==> src/spr_pkg.sv <==
package spr_pkg;

   localparam int PULSE_W     = 12;
   localparam int MOVE_W      = 16;
   localparam int HOLD_W      = 22;
   localparam int MAX_RESULTS = 60;
   localparam int CSR_ADDR_W  = 3;
   localparam int CSR_DATA_W  = 32;

   localparam logic [PULSE_W-1:0] HOME_PULSE      = 12'd500;
   localparam logic [PULSE_W-1:0] PULSE_MIN_RESET = 12'd0;
   localparam logic [PULSE_W-1:0] PULSE_MAX_RESET = 12'd1000;
   localparam logic [HOLD_W-1:0]  HOLD_MAX        = 22'h3FFFFF;

   // register index, taken from address bit 2
   localparam logic REG_PULSE_MIN = 1'b0;
   localparam logic REG_PULSE_MAX = 1'b1;

   typedef struct packed {
      logic [PULSE_W-1:0] target_pulse;
      logic [MOVE_W-1:0]  move_time_ms;
   } req_item_type;

   typedef struct packed {
      logic [PULSE_W-1:0] pulse_out;
      logic [HOLD_W-1:0]  hold_ms;
      logic               last_step;
   } rsp_item_type;

   typedef enum logic [1:0] {
      ST_IDLE,
      ST_SETUP,
      ST_DIVIDE,
      ST_EMIT
   } state_type;

   typedef struct packed {
      logic load;
      logic setup;
      logic div_step;
      logic emit_adv;
   } cmd_type;

   typedef struct packed {
      logic same_pos;
      logic div_done;
      logic last;
   } status_type;

endpackage

==> src/spr_ctrl.sv <==
module spr_ctrl (
   input  logic               clock,
   input  logic               reset,
   input  logic               req_valid,
   output logic               req_ready,
   output logic               rsp_valid,
   input  logic               rsp_ready,
   input  spr_pkg::status_type status,
   output spr_pkg::cmd_type    cmd
);
   import spr_pkg::*;

   state_type state_ff;
   state_type state_in;

   always_ff @(posedge clock) begin
      if (reset) begin
         state_ff <= ST_IDLE;
      end else begin
         state_ff <= state_in;
      end
   end

   always_comb begin
      state_in  = state_ff;
      cmd       = '0;
      req_ready = 1'b0;
      rsp_valid = 1'b0;
      case (state_ff)
         ST_IDLE: begin
            req_ready = 1'b1;
            if (req_valid) begin
               cmd.load = 1'b1;
               state_in = ST_SETUP;
            end
         end
         ST_SETUP: begin
            cmd.setup = 1'b1;
            // target already at position: nothing to emit
            if (status.same_pos) begin
               state_in = ST_IDLE;
            end else begin
               state_in = ST_DIVIDE;
            end
         end
         ST_DIVIDE: begin
            cmd.div_step = 1'b1;
            if (status.div_done) begin
               state_in = ST_EMIT;
            end
         end
         ST_EMIT: begin
            rsp_valid = 1'b1;
            if (rsp_ready) begin
               cmd.emit_adv = 1'b1;
               if (status.last) begin
                  state_in = ST_IDLE;
               end
            end
         end
         default: begin
            state_in = ST_IDLE;
         end
      endcase
   end

endmodule

==> src/spr_datapath.sv <==
module spr_datapath #(
   parameter int STEP_SIZE = 50
) (
   input  logic                         clock,
   input  logic                         reset,
   input  spr_pkg::cmd_type             cmd,
   output spr_pkg::status_type          status,
   input  spr_pkg::req_item_type        req_item,
   input  logic [spr_pkg::PULSE_W-1:0]  pulse_min,
   input  logic [spr_pkg::PULSE_W-1:0]  pulse_max,
   output spr_pkg::rsp_item_type        rsp_item
);
   import spr_pkg::*;

   localparam int StepW    = $clog2(STEP_SIZE + 1);
   localparam int ProdW    = MOVE_W + StepW;
   localparam int CntW     = $clog2(ProdW);
   localparam int EmitCntW = $clog2(MAX_RESULTS);

   logic [PULSE_W-1:0]  pos_ff,  pos_in;
   logic [PULSE_W-1:0]  tgt_ff,  tgt_in;
   logic [MOVE_W-1:0]   move_ff, move_in;
   logic [PULSE_W-1:0]  dist_ff, dist_in;
   logic                up_ff,   up_in;
   logic [PULSE_W-1:0]  rem_ff,  rem_in;
   logic [ProdW-1:0]    quo_ff,  quo_in;
   logic [CntW-1:0]     div_cnt_ff, div_cnt_in;
   logic [PULSE_W-1:0]  val_ff,  val_in;
   logic [EmitCntW-1:0] emit_cnt_ff, emit_cnt_in;

   logic [PULSE_W-1:0]  clamped;
   logic [PULSE_W:0]    trial;
   logic                fits;
   logic [PULSE_W:0]    up_next;
   logic [PULSE_W:0]    dn_limit;
   logic                run_end;

   always_ff @(posedge clock) begin
      if (reset) begin
         pos_ff <= HOME_PULSE;
      end else begin
         pos_ff <= pos_in;
      end
   end

   always_ff @(posedge clock) begin
      tgt_ff      <= tgt_in;
      move_ff     <= move_in;
      dist_ff     <= dist_in;
      up_ff       <= up_in;
      rem_ff      <= rem_in;
      quo_ff      <= quo_in;
      div_cnt_ff  <= div_cnt_in;
      val_ff      <= val_in;
      emit_cnt_ff <= emit_cnt_in;
   end

   // minimum first, maximum wins when the bounds cross
   always_comb begin
      clamped = req_item.target_pulse;
      if (clamped < pulse_min) begin
         clamped = pulse_min;
      end
      if (clamped > pulse_max) begin
         clamped = pulse_max;
      end
   end

   // restoring divider, one quotient bit per cycle
   assign trial = {rem_ff, quo_ff[ProdW-1]};
   assign fits  = trial >= {1'b0, dist_ff};

   assign up_next  = {1'b0, val_ff} + (PULSE_W+1)'(STEP_SIZE);
   assign dn_limit = {1'b0, tgt_ff} + (PULSE_W+1)'(STEP_SIZE);
   assign run_end  = up_ff ? (up_next >= {1'b0, tgt_ff}) : ({1'b0, val_ff} <= dn_limit);

   always_comb begin
      pos_in      = pos_ff;
      tgt_in      = tgt_ff;
      move_in     = move_ff;
      dist_in     = dist_ff;
      up_in       = up_ff;
      rem_in      = rem_ff;
      quo_in      = quo_ff;
      div_cnt_in  = div_cnt_ff;
      val_in      = val_ff;
      emit_cnt_in = emit_cnt_ff;

      if (cmd.load) begin
         tgt_in  = clamped;
         move_in = req_item.move_time_ms;
      end

      if (cmd.setup) begin
         up_in       = tgt_ff > pos_ff;
         dist_in     = (tgt_ff > pos_ff) ? (tgt_ff - pos_ff) : (pos_ff - tgt_ff);
         quo_in      = ProdW'(move_ff) * ProdW'(STEP_SIZE);
         rem_in      = '0;
         div_cnt_in  = '0;
         val_in      = pos_ff;
         emit_cnt_in = '0;
      end

      if (cmd.div_step) begin
         if (fits) begin
            rem_in = PULSE_W'(trial - {1'b0, dist_ff});
         end else begin
            rem_in = trial[PULSE_W-1:0];
         end
         quo_in     = {quo_ff[ProdW-2:0], fits};
         div_cnt_in = div_cnt_ff + 1'b1;
      end

      if (cmd.emit_adv) begin
         pos_in      = val_ff;
         val_in      = up_ff ? up_next[PULSE_W-1:0] : (val_ff - PULSE_W'(STEP_SIZE));
         emit_cnt_in = emit_cnt_ff + 1'b1;
      end
   end

   assign status.same_pos = tgt_ff == pos_ff;
   assign status.div_done = div_cnt_ff == CntW'(ProdW - 1);
   assign status.last     = run_end || (emit_cnt_ff == EmitCntW'(MAX_RESULTS - 1));

   assign rsp_item.pulse_out = val_ff;
   assign rsp_item.hold_ms   = (quo_ff > ProdW'(HOLD_MAX)) ? HOLD_MAX : quo_ff[HOLD_W-1:0];
   assign rsp_item.last_step = status.last;

endmodule

==> src/servo_pulse_ramp.sv <==
// Slew-limited servo ramp. Each accepted move command is clamped to pulse_min and then
// pulse_max, and the block emits pulse values from the stored position toward the target
// in steps of STEP_SIZE, every one carrying the same hold time (move time * STEP_SIZE /
// distance, saturated to 22 bits), with last_step on the final one; at most 60 steps per
// command. A command whose clamped target equals the position emits nothing. One command
// is worked at a time: accept, a setup state, then the restoring divider, then one step
// per cycle while rsp_ready is high.
// The divider's one quotient bit per cycle and the step count set the time per command.
// Registers: pulse_min at 0x0 (reset 0), pulse_max at 0x4 (reset 1000), 12 bits each.
module servo_pulse_ramp #(
   parameter int STEP_SIZE = 50
) (
   input  logic                            clock,
   input  logic                            reset,
   input  logic                            req_valid,
   output logic                            req_ready,
   input  spr_pkg::req_item_type           req_item,
   output logic                            rsp_valid,
   input  logic                            rsp_ready,
   output spr_pkg::rsp_item_type           rsp_item,
   input  logic                            psel,
   input  logic                            penable,
   input  logic                            pwrite,
   input  logic [spr_pkg::CSR_ADDR_W-1:0]  paddr,
   input  logic [spr_pkg::CSR_DATA_W-1:0]  pwdata,
   output logic [spr_pkg::CSR_DATA_W-1:0]  prdata,
   output logic                            pready
);
   import spr_pkg::*;

   logic [PULSE_W-1:0] pulse_min_ff, pulse_min_in;
   logic [PULSE_W-1:0] pulse_max_ff, pulse_max_in;
   logic               csr_write;
   cmd_type            cmd;
   status_type         status;

   assign pready    = 1'b1;
   assign csr_write = psel && penable && pwrite;

   always_comb begin
      pulse_min_in = pulse_min_ff;
      pulse_max_in = pulse_max_ff;
      if (csr_write) begin
         case (paddr[2])
            REG_PULSE_MIN: pulse_min_in = pwdata[PULSE_W-1:0];
            REG_PULSE_MAX: pulse_max_in = pwdata[PULSE_W-1:0];
            default: begin
            end
         endcase
      end
   end

   always_ff @(posedge clock) begin
      if (reset) begin
         pulse_min_ff <= PULSE_MIN_RESET;
         pulse_max_ff <= PULSE_MAX_RESET;
      end else begin
         pulse_min_ff <= pulse_min_in;
         pulse_max_ff <= pulse_max_in;
      end
   end

   always_comb begin
      case (paddr[2])
         REG_PULSE_MIN: prdata = CSR_DATA_W'(pulse_min_ff);
         REG_PULSE_MAX: prdata = CSR_DATA_W'(pulse_max_ff);
         default:       prdata = '0;
      endcase
   end

   spr_ctrl u_ctrl (
      .clock     (clock),
      .reset     (reset),
      .req_valid (req_valid),
      .req_ready (req_ready),
      .rsp_valid (rsp_valid),
      .rsp_ready (rsp_ready),
      .status    (status),
      .cmd       (cmd)
   );

   spr_datapath #(
      .STEP_SIZE (STEP_SIZE)
   ) u_datapath (
      .clock     (clock),
      .reset     (reset),
      .cmd       (cmd),
      .status    (status),
      .req_item  (req_item),
      .pulse_min (pulse_min_ff),
      .pulse_max (pulse_max_ff),
      .rsp_item  (rsp_item)
   );

endmodule

==> config.mk <==
export PLATFORM = sky130hd
export DESIGN_NAME = servo_pulse_ramp
export DESIGN_NICKNAME = d
export VERILOG_FILES = /design/src/spr_pkg.sv /design/src/spr_ctrl.sv /design/src/spr_datapath.sv /design/src/servo_pulse_ramp.sv
export SDC_FILE = /design/constraint.sdc
export NUM_CORES = 1
export LEC_CHECK = 0
export ABC_AREA = 1
export BUFFER_PORTS_ARGS = -buffer_cell sky130_fd_sc_hd__buf_2
export CAP_MARGIN = 20
export CORE_ASPECT_RATIO = 1.2
export CORE_MARGIN = 2
export CORE_UTILIZATION = 35
export CTS_BUF_LIST = sky130_fd_sc_hd__clkbuf_8 sky130_fd_sc_hd__clkbuf_16
export DETAILED_ROUTE_END_ITERATION = 8
export HOLD_SLACK_MARGIN = 0.05
export PLACE_DENSITY = 0.52
export SYNTH_ARGS = -nofsm -noshare
export SYNTH_HDL_FRONTEND = slang
export SYNTH_SLANG_ARGS = --single-unit
export TNS_END_PERCENT = 30
==> constraint.sdc <==
create_clock -name clock -period 4.7 [get_ports clock]
set_clock_uncertainty 0.2 [all_clocks]
set_input_delay 0.47 -clock clock [delete_from_list [all_inputs] [get_ports clock]]
set_output_delay 0.47 -clock clock [all_outputs]
set_load 0.05 [all_outputs]
# Word level (Yosys, flattened, before mapping)
# Cells that the tools add are included.
[op_classes]
add_sub_neg = 8
mul = 1
magnitude_cmp = 7
n_eq_ne = 10
muxes = 32
n_bitwise = 1
reduce_logical = 9
[op_table]
columns = ["op", "n"]
rows = [
  ["$mux W12", 9],
  ["$mux W22", 3],
  ["$pmux W32 S2", 1],
  ["$sub A12 B12 Y12", 3],
  ["$add A12 B6 Y13 const B", 2],
  ["$ge A13 B12 Y1", 2],
  ["$gt A12 B12 Y1", 2],
  ["$gt A22 B22 Y1 const B", 1],
  ["$mul A16 B5 Y21 const B", 1],
  ["$le A12 B13 Y1", 1],
  ["$eq A12 B12 Y1", 1],
  ["$lt A12 B12 Y1", 1],
  ["$mux W6", 2],
  ["$sub A12 B6 Y12 const B", 1],
  ["$mux W2", 5],
  ["$mux W5", 2],
  ["$mux W1", 9],
  ["$ne A2 B2 Y1 const B", 4],
  ["$pmux W2 S4", 1],
  ["$add A6 B1 Y6 const B", 1],
  ["$eq A6 B6 Y1 const B", 1],
  ["$add A5 B1 Y5 const B", 1],
  ["$eq A5 B5 Y1 const B", 1],
  ["$eq A2 B2 Y1 const B", 2],
  ["other kinds (8)", 11],
]
[word_totals]
regBits = 136

# Longest topological paths before layout
# Gate-level depths: netlist (run 1).
[logic_depth]
word_depth = 7
mapped_depth = 22
depth_no_buf = 22

# Cells and area by module
# From an unflattened synthesis (run 1), not the netlist that was laid out.
[unflattened]
hier_cells = 1594
area_unflattened_um2 = 11613.6
[by_module_without_submodules]
columns = ["mod", "instances", "cells_per_inst", "area_per_inst_um2", "seq_area_each_um2"]
rows = [
  ["spr_datapath", 1, 1366, 10142.2, 3183.1],
  ["servo_pulse_ramp", 1, 203, 1325.0, 480.5],
  ["spr_ctrl", 1, 25, 146.4, 40.0],
]

# Worst setup path before layout (run 1)
# No wires, ideal clock.
[synth_path]
kind = "reg-to-reg"
from = "reg u_datapath.move_ff[4]"
to = "reg u_datapath.quo_ff[14], data pin"
setup_time_ns = 0.254
arrival_time_ns = 2.893
required_ns = 4.246
setup_slack_ns = 1.354
path_stages_with_launch = 15
path_buffers = 0
path_cell_list = "edfxtp_1 ha_1 ha_1 inv_1 fa_1 inv_1 ha_1 inv_1 o21bai_1 a21oi_1 o21ai_0 a31oi_1 or2_2 nand3_1 nand2_1"
[synth_between]
elab_chain_cells = 3
[synth_lines]
columns = ["item", "line_no", "text"]
rows = [
  ["start, declared", "spr_datapath.sv:22", "logic [MOVE_W-1:0] move_ff, move_in;"],
  ["start signal, assigned", "spr_datapath.sv:48", "move_ff <= move_in;"],
  ["$mul A16 B5 Y21", "spr_datapath.sv:97", "quo_in = ProdW'(move_ff) * ProdW'(STEP_SIZE);"],
  ["$mux W22", "spr_datapath.sv:94", "if (cmd.setup) begin"],
  ["$mux W22", "spr_datapath.sv:104", "if (cmd.div_step) begin"],
  ["via u_datapath.quo_in[14]", "spr_datapath.sv:26", "logic [ProdW-1:0] quo_ff, quo_in;"],
  ["end signal, assigned", "spr_datapath.sv:52", "quo_ff <= quo_in;"],
  ["end, declared", "spr_datapath.sv:26", ""],
]
# The timed path passes the listed nets, and every way through them passes these cells. The select of a mux whose other input is x is not followed.
# A chain may end at the register's enable or synchronous reset.

==> flow_summary_export.csv, run 1 <==
group,metric,value,unit
timing,slew_violations,0,
drt,dr.pass1.iters,5,
drt,first_iter_violations,325,
logic_synthesis,synth_async_sr_flop_share,0,
logic_synthesis,synth_largest_area_cell,"edfxtp_1",
placement,dp.cells,1772,
clock_network,ctsResizeCount,0,
global_routing,grt.total_usage,0.1661,
finish,drive_gt1_frac,0.1081,
power_and_ir_drop,p_per_area,698.9,nW/um^2
clock_network,cts_tree,"built",
critical_path,critPathMaxFanout,6,
drt,post_drt_wl_per_cell,14.11,um
logic_synthesis,ys_ff_latch,136,
placement,pre_cts_ws,0.8832,ns
critical_path,path_class,"flop to output pin",
logic_synthesis,synth_area,10700,um^2
drt,viasPerCell,4.819,
critical_path,endpoint_kind,"output pin",
drt,num_vias,8776,
flow_run,drv_cap,0,
logic_synthesis,synthTopCellsByArea,"edfxtp_1 27%, ha_1 17%, nand2_1 8.9%, inv_1 7.5%, dfxtp_1 7.1%",
finish,n_antenna_cell,0,
power_and_ir_drop,irDropWorstVdd,0.0004290,V
timing,timing.fmax,264.1,MHz
min_path,hold_path_class,"input pin to flop",
placement,io_buffers,96,
clock_network,cts_made_buffers,17,
clock_network,cts_root_buf,"clkbuf_16",
timing,rsz0062_at_grt,"no",
finish,nNetsFinal,1639,
logic_synthesis,avgSynthCellArea,8.042,um^2
logic_synthesis,yosysWarnings,0,
global_routing,grt_overflow,0,
floorplanning,dieArea,32000,um^2
finish,area_delta_synth_final,13.90,%
critical_path,worstPathRequired,4.03,ns
timing,hold_violations,0,
floorplanning,core_area,30300,um^2
drt,drc,0,
floorplanning,die_width,163.6,um
clock_network,cts_htree_levels,4,
global_routing,grt_pass1_vias,8676,
drt,wl,25690,um
timing,fin_crit,3.787,ns
timing,max_slew.worst_pin.slew,0.9684,ns
clock_network,cts_buffer_depth,2,
logic_synthesis,synth_ff_type,"edfxtp_1",
placement,gp_congestion,0.8787,
logic_synthesis,synth_top_area_share,0.2749,
power_and_ir_drop,p_total,8.521,mW
global_routing,grt_pass1_wl,42350,um
floorplanning,die_y,195.6,um
logic_synthesis,syn-instance-count,1331,
placement,dpl.hpwl,20330,um
logic_synthesis,synth.distinct_cells,46,
critical_path,cp_data_arrival_time,3.12,ns
clock_network,cts.sinks,136,
clock_network,clk_pin_slew,0.07,ns
critical_path,start_kind,"flop",
logic_synthesis,ys_seq_area_frac,0.3460,
timing,slew_headroom,0.3537,
timing,setup_tns,0,ns
timing,setup_viol,0,
global_routing,grt_max_degree,43,
logic_synthesis,synth-edff-count,98,
finish,fin_util,0.4023,
drt,ant_nets,0,
global_routing,antenna_found_initial,0,
floorplanning,ioPinCount,140,
status,status,"completed",
timing,fin_crit_sh,0.8057,
floorplanning,initial_utilization,0.3532,
timing,setup_ws,0.9132,ns
clock_network,clk_latency,0.43,ns
finish,finalNonFillerCells,1821,
floorplanning,rows,70,
power_and_ir_drop,power.leakage,5.977,nW
Yosys cell counts, drive strengths merged, types with 25 or more instances:
cell type / instances
nand2: 263
inv: 214
ha: 143
a21oi: 114
o21ai: 112
edfxtp: 98
nor2: 63
clkbuf: 52
nand3: 49
xor2: 43
dfxtp: 38
buf: 25
through the flow:
step           instance area (um^2)  hold slack [ns]
2_1_floorplan                 10780           0.2622
3_3_place_gp                  11420           0.2911
3_5_place_dp                  11420           0.2962
4_1_cts                       12160          0.05322
5_1_grt                       12190          0.06904
6_report                      12190          0.07444
placed cells by master, fill, tap and decap left out, drive strengths merged, types with 13 or more instances in the layout:
| master | n |
|---|---|
| xor2 | 43 |
| clkbuf | 17 |
| fa | 14 |
| buf | 104 |
| nand2 | 263 |
| dlygate4sd3 | 16 |
| o211ai | 13 |
| dfxtp | 38 |
| conb | 21 |
| inv | 221 |
| o21ai | 112 |
| edfxtp | 98 |
| a21oi | 114 |
| ha | 143 |
| nand3 | 49 |
| nor2 | 63 |
final cells by class:
type | count | area, um^2
Fill cell | 3225 | 18110
Multi-Input combinational cell | 920 | 5867
Sequential cell | 136 | 3704
Inverter | 217 | 819.5
Timing Repair Buffer | 120 | 720.7
Tap cell | 396 | 495.5
Clock buffer | 17 | 425.4
Clock inverter | 15 | 160.2
metal layers:
layer / vias up / wire, um / track usage
li1: 4520 / - / -
met1: 4085 / 11100 / 0.1962
met2: 146 / 13310 / 0.3080
met3: 25 / 856 / 0.02506
met4: 0 / 426 / 0.04678
met5: - / 0 / 0
registers in the layout, summed over array words and instances, names as in the netlist, named ones only:
| signal | flops |
|---|---|
| u_datapath.div_cnt_ff | 5 |
| u_ctrl.state_ff | 1 |
| pulse_min_ff | 12 |
| u_datapath.dist_ff | 12 |
| u_datapath.tgt_ff | 12 |
| u_datapath.rem_ff | 12 |
| u_datapath.move_ff | 16 |
| pulse_max_ff | 12 |
| u_datapath.emit_cnt_ff | 6 |
| u_datapath.pos_ff | 12 |
| u_datapath.quo_ff | 22 |
| u_datapath.val_ff | 12 |
| u_datapath.up_ff | 1 |
where the power goes:
group          switching, mW  total (mW)  internal (mW)
sequential             0.316        2.25           1.93
combinational           3.27        4.93           1.66
clock                  0.588        1.34          0.749
total                   4.17        8.52           4.35
worst paths after layout:
| path | startpoint | end | cells past startpoint | slack (ns) |
|---|---|---|---|---|
| setup / recovery | u_datapath.tgt_ff[1] | rsp_item[0] | 16 | 0.91 |
| hold / removal | pwdata[3] | pulse_max_ff[3] | 3 | 0.07 |
| setup reg to reg | u_datapath.move_ff[4] | u_datapath.quo_ff[14] | 14 | 1.00 |
| hold reg to reg | pulse_min_ff[8] | pulse_min_ff[8] | 2 | 0.30 |
timing repair:
item / CTS / global route
setup buffers: 0 / 0
hold endpoints to repair: 16 / 0
hold buffers: 16 / 0
critical path: stages, from the launching register on:
cell      delay (ns)
edfxtp_1        0.56
ha_1            0.31
a21oi_1         0.20
nand2_1         0.09
nand2_1         0.14
nor4_1          0.08
xor2_1          0.14
ha_1            0.31
nand3_1         0.11
nor2_1          0.11
nand2_1         0.06
nand2_1         0.06
a21oi_1         0.06
nand2_1         0.07
nand2_1         0.07
nand2_1         0.05
buf_2           0.27
cells by family after synthesis:
group	Yosys count	share of synthesized area
AOI/OAI and AO/OA	280	0.1446
buffers and inverters	294	0.1126
other	2	0.0007016
and+or+nand+nor	406	0.1569
muxes	1	0.0009352
xor gates and xnor gates	55	0.04500
DFF	136	0.3460
adders and majority gates	157	0.1933
No activity file was read; power rests on OpenSTA's default activity.
==> run 2, diff against run 1 <==
Settings changed: ABC_AREA 1 to 0.
Clock period 4.7 ns to 3.81 ns, I/O delays scaled along.
==> run 2 against run 1 <==
Against the previous run:
- highest routed layer unchanged
- non-clock buffer count is 93 higher
- clock power is 28% higher
- synthesized cell count is 14% lower
- via count is 4.3% lower
- wire length is 1.5% higher
- critical endpoint is now u_datapath.tgt_ff[2]
- area after synthesis is 0.56% lower
- setup slack worse by 1.3 ns
- largest power group unchanged
- the run now ends with setup timing left
- register-to-register slack worse by 1.4 ns
==> flow_summary_export.csv, run 2 <==
group,metric,value,unit
critical_path,critPathMaxFanout,6,
clock_network,cts_htree_levels,4,
logic_synthesis,synth_area,10640,um^2
floorplanning,core_area,29780,um^2
logic_synthesis,synth_largest_area_cell,"edfxtp_1",
global_routing,grt_pass1_wl,41650,um
finish,finalNonFillerCells,1720,
finish,regMostFlops,"u_datapath.quo_ff",
logic_synthesis,synth-edff-count,98,
critical_path,path_cells,"inv_2 > ha_4 > or4_4 > a211o_1 > a221oi_2 > buf_4 > mux2_4 > ha_4 > a21o_1 > a21oi_2 > nor2_2 > a211oi_2 > o221ai_4 > o21ai_4 > buf_12 > mux2_4",
placement,placed_cell_area,11960,um^2
clock_network,cts_made_buffers,17,
power_and_ir_drop,p_per_area,539.5,nW/um^2
power_and_ir_drop,p_total,7.183,mW
global_routing,grt_pass1_vias,8552,
finish,largestRegisters,"u_datapath.quo_ff: 22 flops, u_datapath.move_ff: 16 flops",
finish,fillerInstances,2923,
finish,nNetsFinal,1544,
clock_network,cts_root_buf,"clkbuf_16",
clock_network,cts_tree,"built",
critical_path,start_kind,"flop",
timing,fin_crit,4.173,ns
clock_network,clk_latency,0.44,ns
placement,dpl.hpwl,20030,um
critical_path,critPathMaxStageDelay,0.54,ns
global_routing,grt.total_usage,0.1653,
logic_synthesis,synth_ff_type,"edfxtp_1",
min_path,min_to,"u_datapath.emit_cnt_ff[1]",
drt,num_vias,8399,
placement,io_buffers,96,
status,status,"complete, but fails checks",
clock_network,cts.sinks,136,
status,violations,"setup timing",
critical_path,crit_buf_inv,3,
global_routing,antenna_found_initial,0,
logic_synthesis,avgSynthCellArea,9.296,um^2
timing,slew_violations,0,
drt,first_iter_violations,339,
floorplanning,rows,69,
logic_synthesis,yosysWarnings,0,
finish,largest_reg_flops,22,
timing,fin_crit_sh,1.095,
logic_synthesis,synth_async_sr_flop_share,0,
drt,post_drt_wl_per_cell,15.16,um
timing,rsz0062_at_grt,"yes",
clock_network,cts_buffer_depth,2,
drt,wl,26080,um
critical_path,worstReg2RegStart,"pulse_min_ff[8]",
critical_path,worstPathRequired,3.79,ns
critical_path,reg2reg_slack,-0.36,ns
finish,area_delta_synth_final,25.10,%
critical_path,cp_data_arrival_time,4.15,ns
finish,layout_common_cells,"132 x inv_1, 128 x nand2_1, 128 x ha_1",
critical_path,path_class,"flop to flop",
critical_path,critical-path-top-delay-family,"compound AO/OA/AOI/OAI gates",
logic_synthesis,synth_commonest_cells,"143 x ha_1, 133 x inv_1, 129 x nand2_1",
floorplanning,die_width,163.2,um
finish,layout_commonest_cell,"inv_1",
critical_path,crit_start,"pulse_min_ff[8]",
min_path,hold_path_class,"input pin to flop",
timing,timing.fmax,239.6,MHz
clock_network,clk_pin_slew,0.06,ns
logic_synthesis,synth.distinct_cells,67,
finish,stdcell_area,13320,um^2
min_path,hp-start,"rsp_ready",
drt,drc,0,
critical_path,slowest_stage,"or4_4",
placement,gp_congestion,0.8646,
timing,setup_viol,13,
finish,n_antenna_cell,0,
logic_synthesis,yosysMostFrequentCell,"ha_1",
power_and_ir_drop,irDropWorstVdd,0.0004745,V
global_routing,grt_max_degree,40,
drt,dr.pass1.iters,5,
timing,max_slew.worst_pin.slew,0.9713,ns
timing,setup_tns,-4.109,ns
critical_path,endpoint_kind,"flop",
power_and_ir_drop,power.leakage,5.982,nW
global_routing,grt_overflow,0,
floorplanning,ioPinCount,140,
timing,slew_headroom,0.3525,
logic_synthesis,ys_seq_area_frac,0.3479,
floorplanning,dieArea,31830,um^2
logic_synthesis,synth_top_area_share,0.2765,
drt,ant_nets,0,
critical_path,rr_worst_depth,16,
placement,dp.cells,1648,
finish,drive_gt1_frac,0.2398,
flow_run,drv_cap,0,
drt,viasPerCell,4.883,
timing,hold_violations,0,
logic_synthesis,ys_ff_latch,136,
logic_synthesis,syn-instance-count,1145,
timing,setup_ws,-0.3628,ns
floorplanning,initial_utilization,0.3574,
min_path,hold_depth,2,
logic_synthesis,synthTopCellsByArea,"edfxtp_1 28%, ha_1 17%, dfxtp_1 7.1%, inv_1 4.7%, nand2_1 4.5%",
floorplanning,die_y,195.0,um
critical_path,reg2reg_to,"u_datapath.tgt_ff[2]",
run 2: kinds of logic (layout without fill, tap and decap cells):
logic type | count (synthesis) | in the layout | synth area share
buffers and inverters | 212 | 378 | 0.08464
flip-flops | 136 | 136 | 0.3479
multiplexers | 44 | 44 | 0.04538
other | 2 | 21 | 0.0007056
XOR/XNOR | 66 | 66 | 0.05431
adder cells (fa/ha/maj) | 157 | 157 | 0.1944
AND/OR/NAND/NOR | 298 | 298 | 0.1322
AO/OA/AOI/OAI | 230 | 230 | 0.1404
run 2: worst max-delay path by stage:
stage	endpoint	cells after the start
2_1_floorplan	u_datapath.tgt_ff[10]	15
3_3_place_gp	u_datapath.tgt_ff[1]	18
3_5_place_dp	u_datapath.tgt_ff[2]	18
4_1_cts	rsp_item[0]	13
5_1_grt	u_datapath.tgt_ff[11]	17
6_report	u_datapath.tgt_ff[2]	16
run 2: timing repair:
action / in CTS / in global routing
buffers inserted: 2 / 11
pin swaps: 14 / 27
gates cloned: 1 / 0
hold buffers: 28 / 0
gates resized for setup: 41 / 42
endpoints found under the hold margin: 40 / 0
setup endpoints to repair: 21 / 23
run 2: worst reg2reg max path: cells and delay by family (launching register included):
family	cells	cell delay (ns)
flops	1	0.34
compound gates	7	1.39
fa+ha+maj	2	0.37
simple gates	2	0.59
buf+inv	3	0.41
mux	2	0.62
run 2: cell type report:
cell class,count,area (um^2),area share
multi-input cells,816,6551,0.4920
flip-flops and latches,136,3707,0.2784
repair buffers,213,1471,0.1105
inverters,133,499.2,0.03749
well taps,390,488.0,0.03665
clock buffers,19,475.5,0.03571
clock inverters,13,122.6,0.009209
run 2: power by group:
group	internal (mW)	total [mW]	switching (mW)	leakage [nW]
clock	1.04	1.71	0.670	0.313
sequential	1.97	2.15	0.173	1.23
combinational	1.34	3.33	1.99	4.44
total	4.35	7.18	2.83	5.98
run 2: metal layers:
| layer | vias to the layer above | wire length (um) | GRT usage |
|---|---|---|---|
| li1 | 4248 | - | - |
| met1 | 3983 | 11310 | 0.1888 |
| met2 | 136 | 13510 | 0.3082 |
| met3 | 32 | 777 | 0.03186 |
| met4 | 0 | 481 | 0.04884 |
| met5 | - | 0 | 0 |
run 2: per-stage QoR:
step | utilization | hold WS, ns | worst slack, ns
2_1_floorplan | - | 0.2459 | -0.2346
3_3_place_gp | 0.4016 | 0.2732 | -0.5720
3_5_place_dp | 0.4016 | 0.2725 | -0.6227
4_1_cts | 0.4389 | 0.09892 | -0.3154
5_1_grt | 0.4470 | 0.1356 | -0.5445
6_report | 0.4470 | 0.1170 | -0.3628
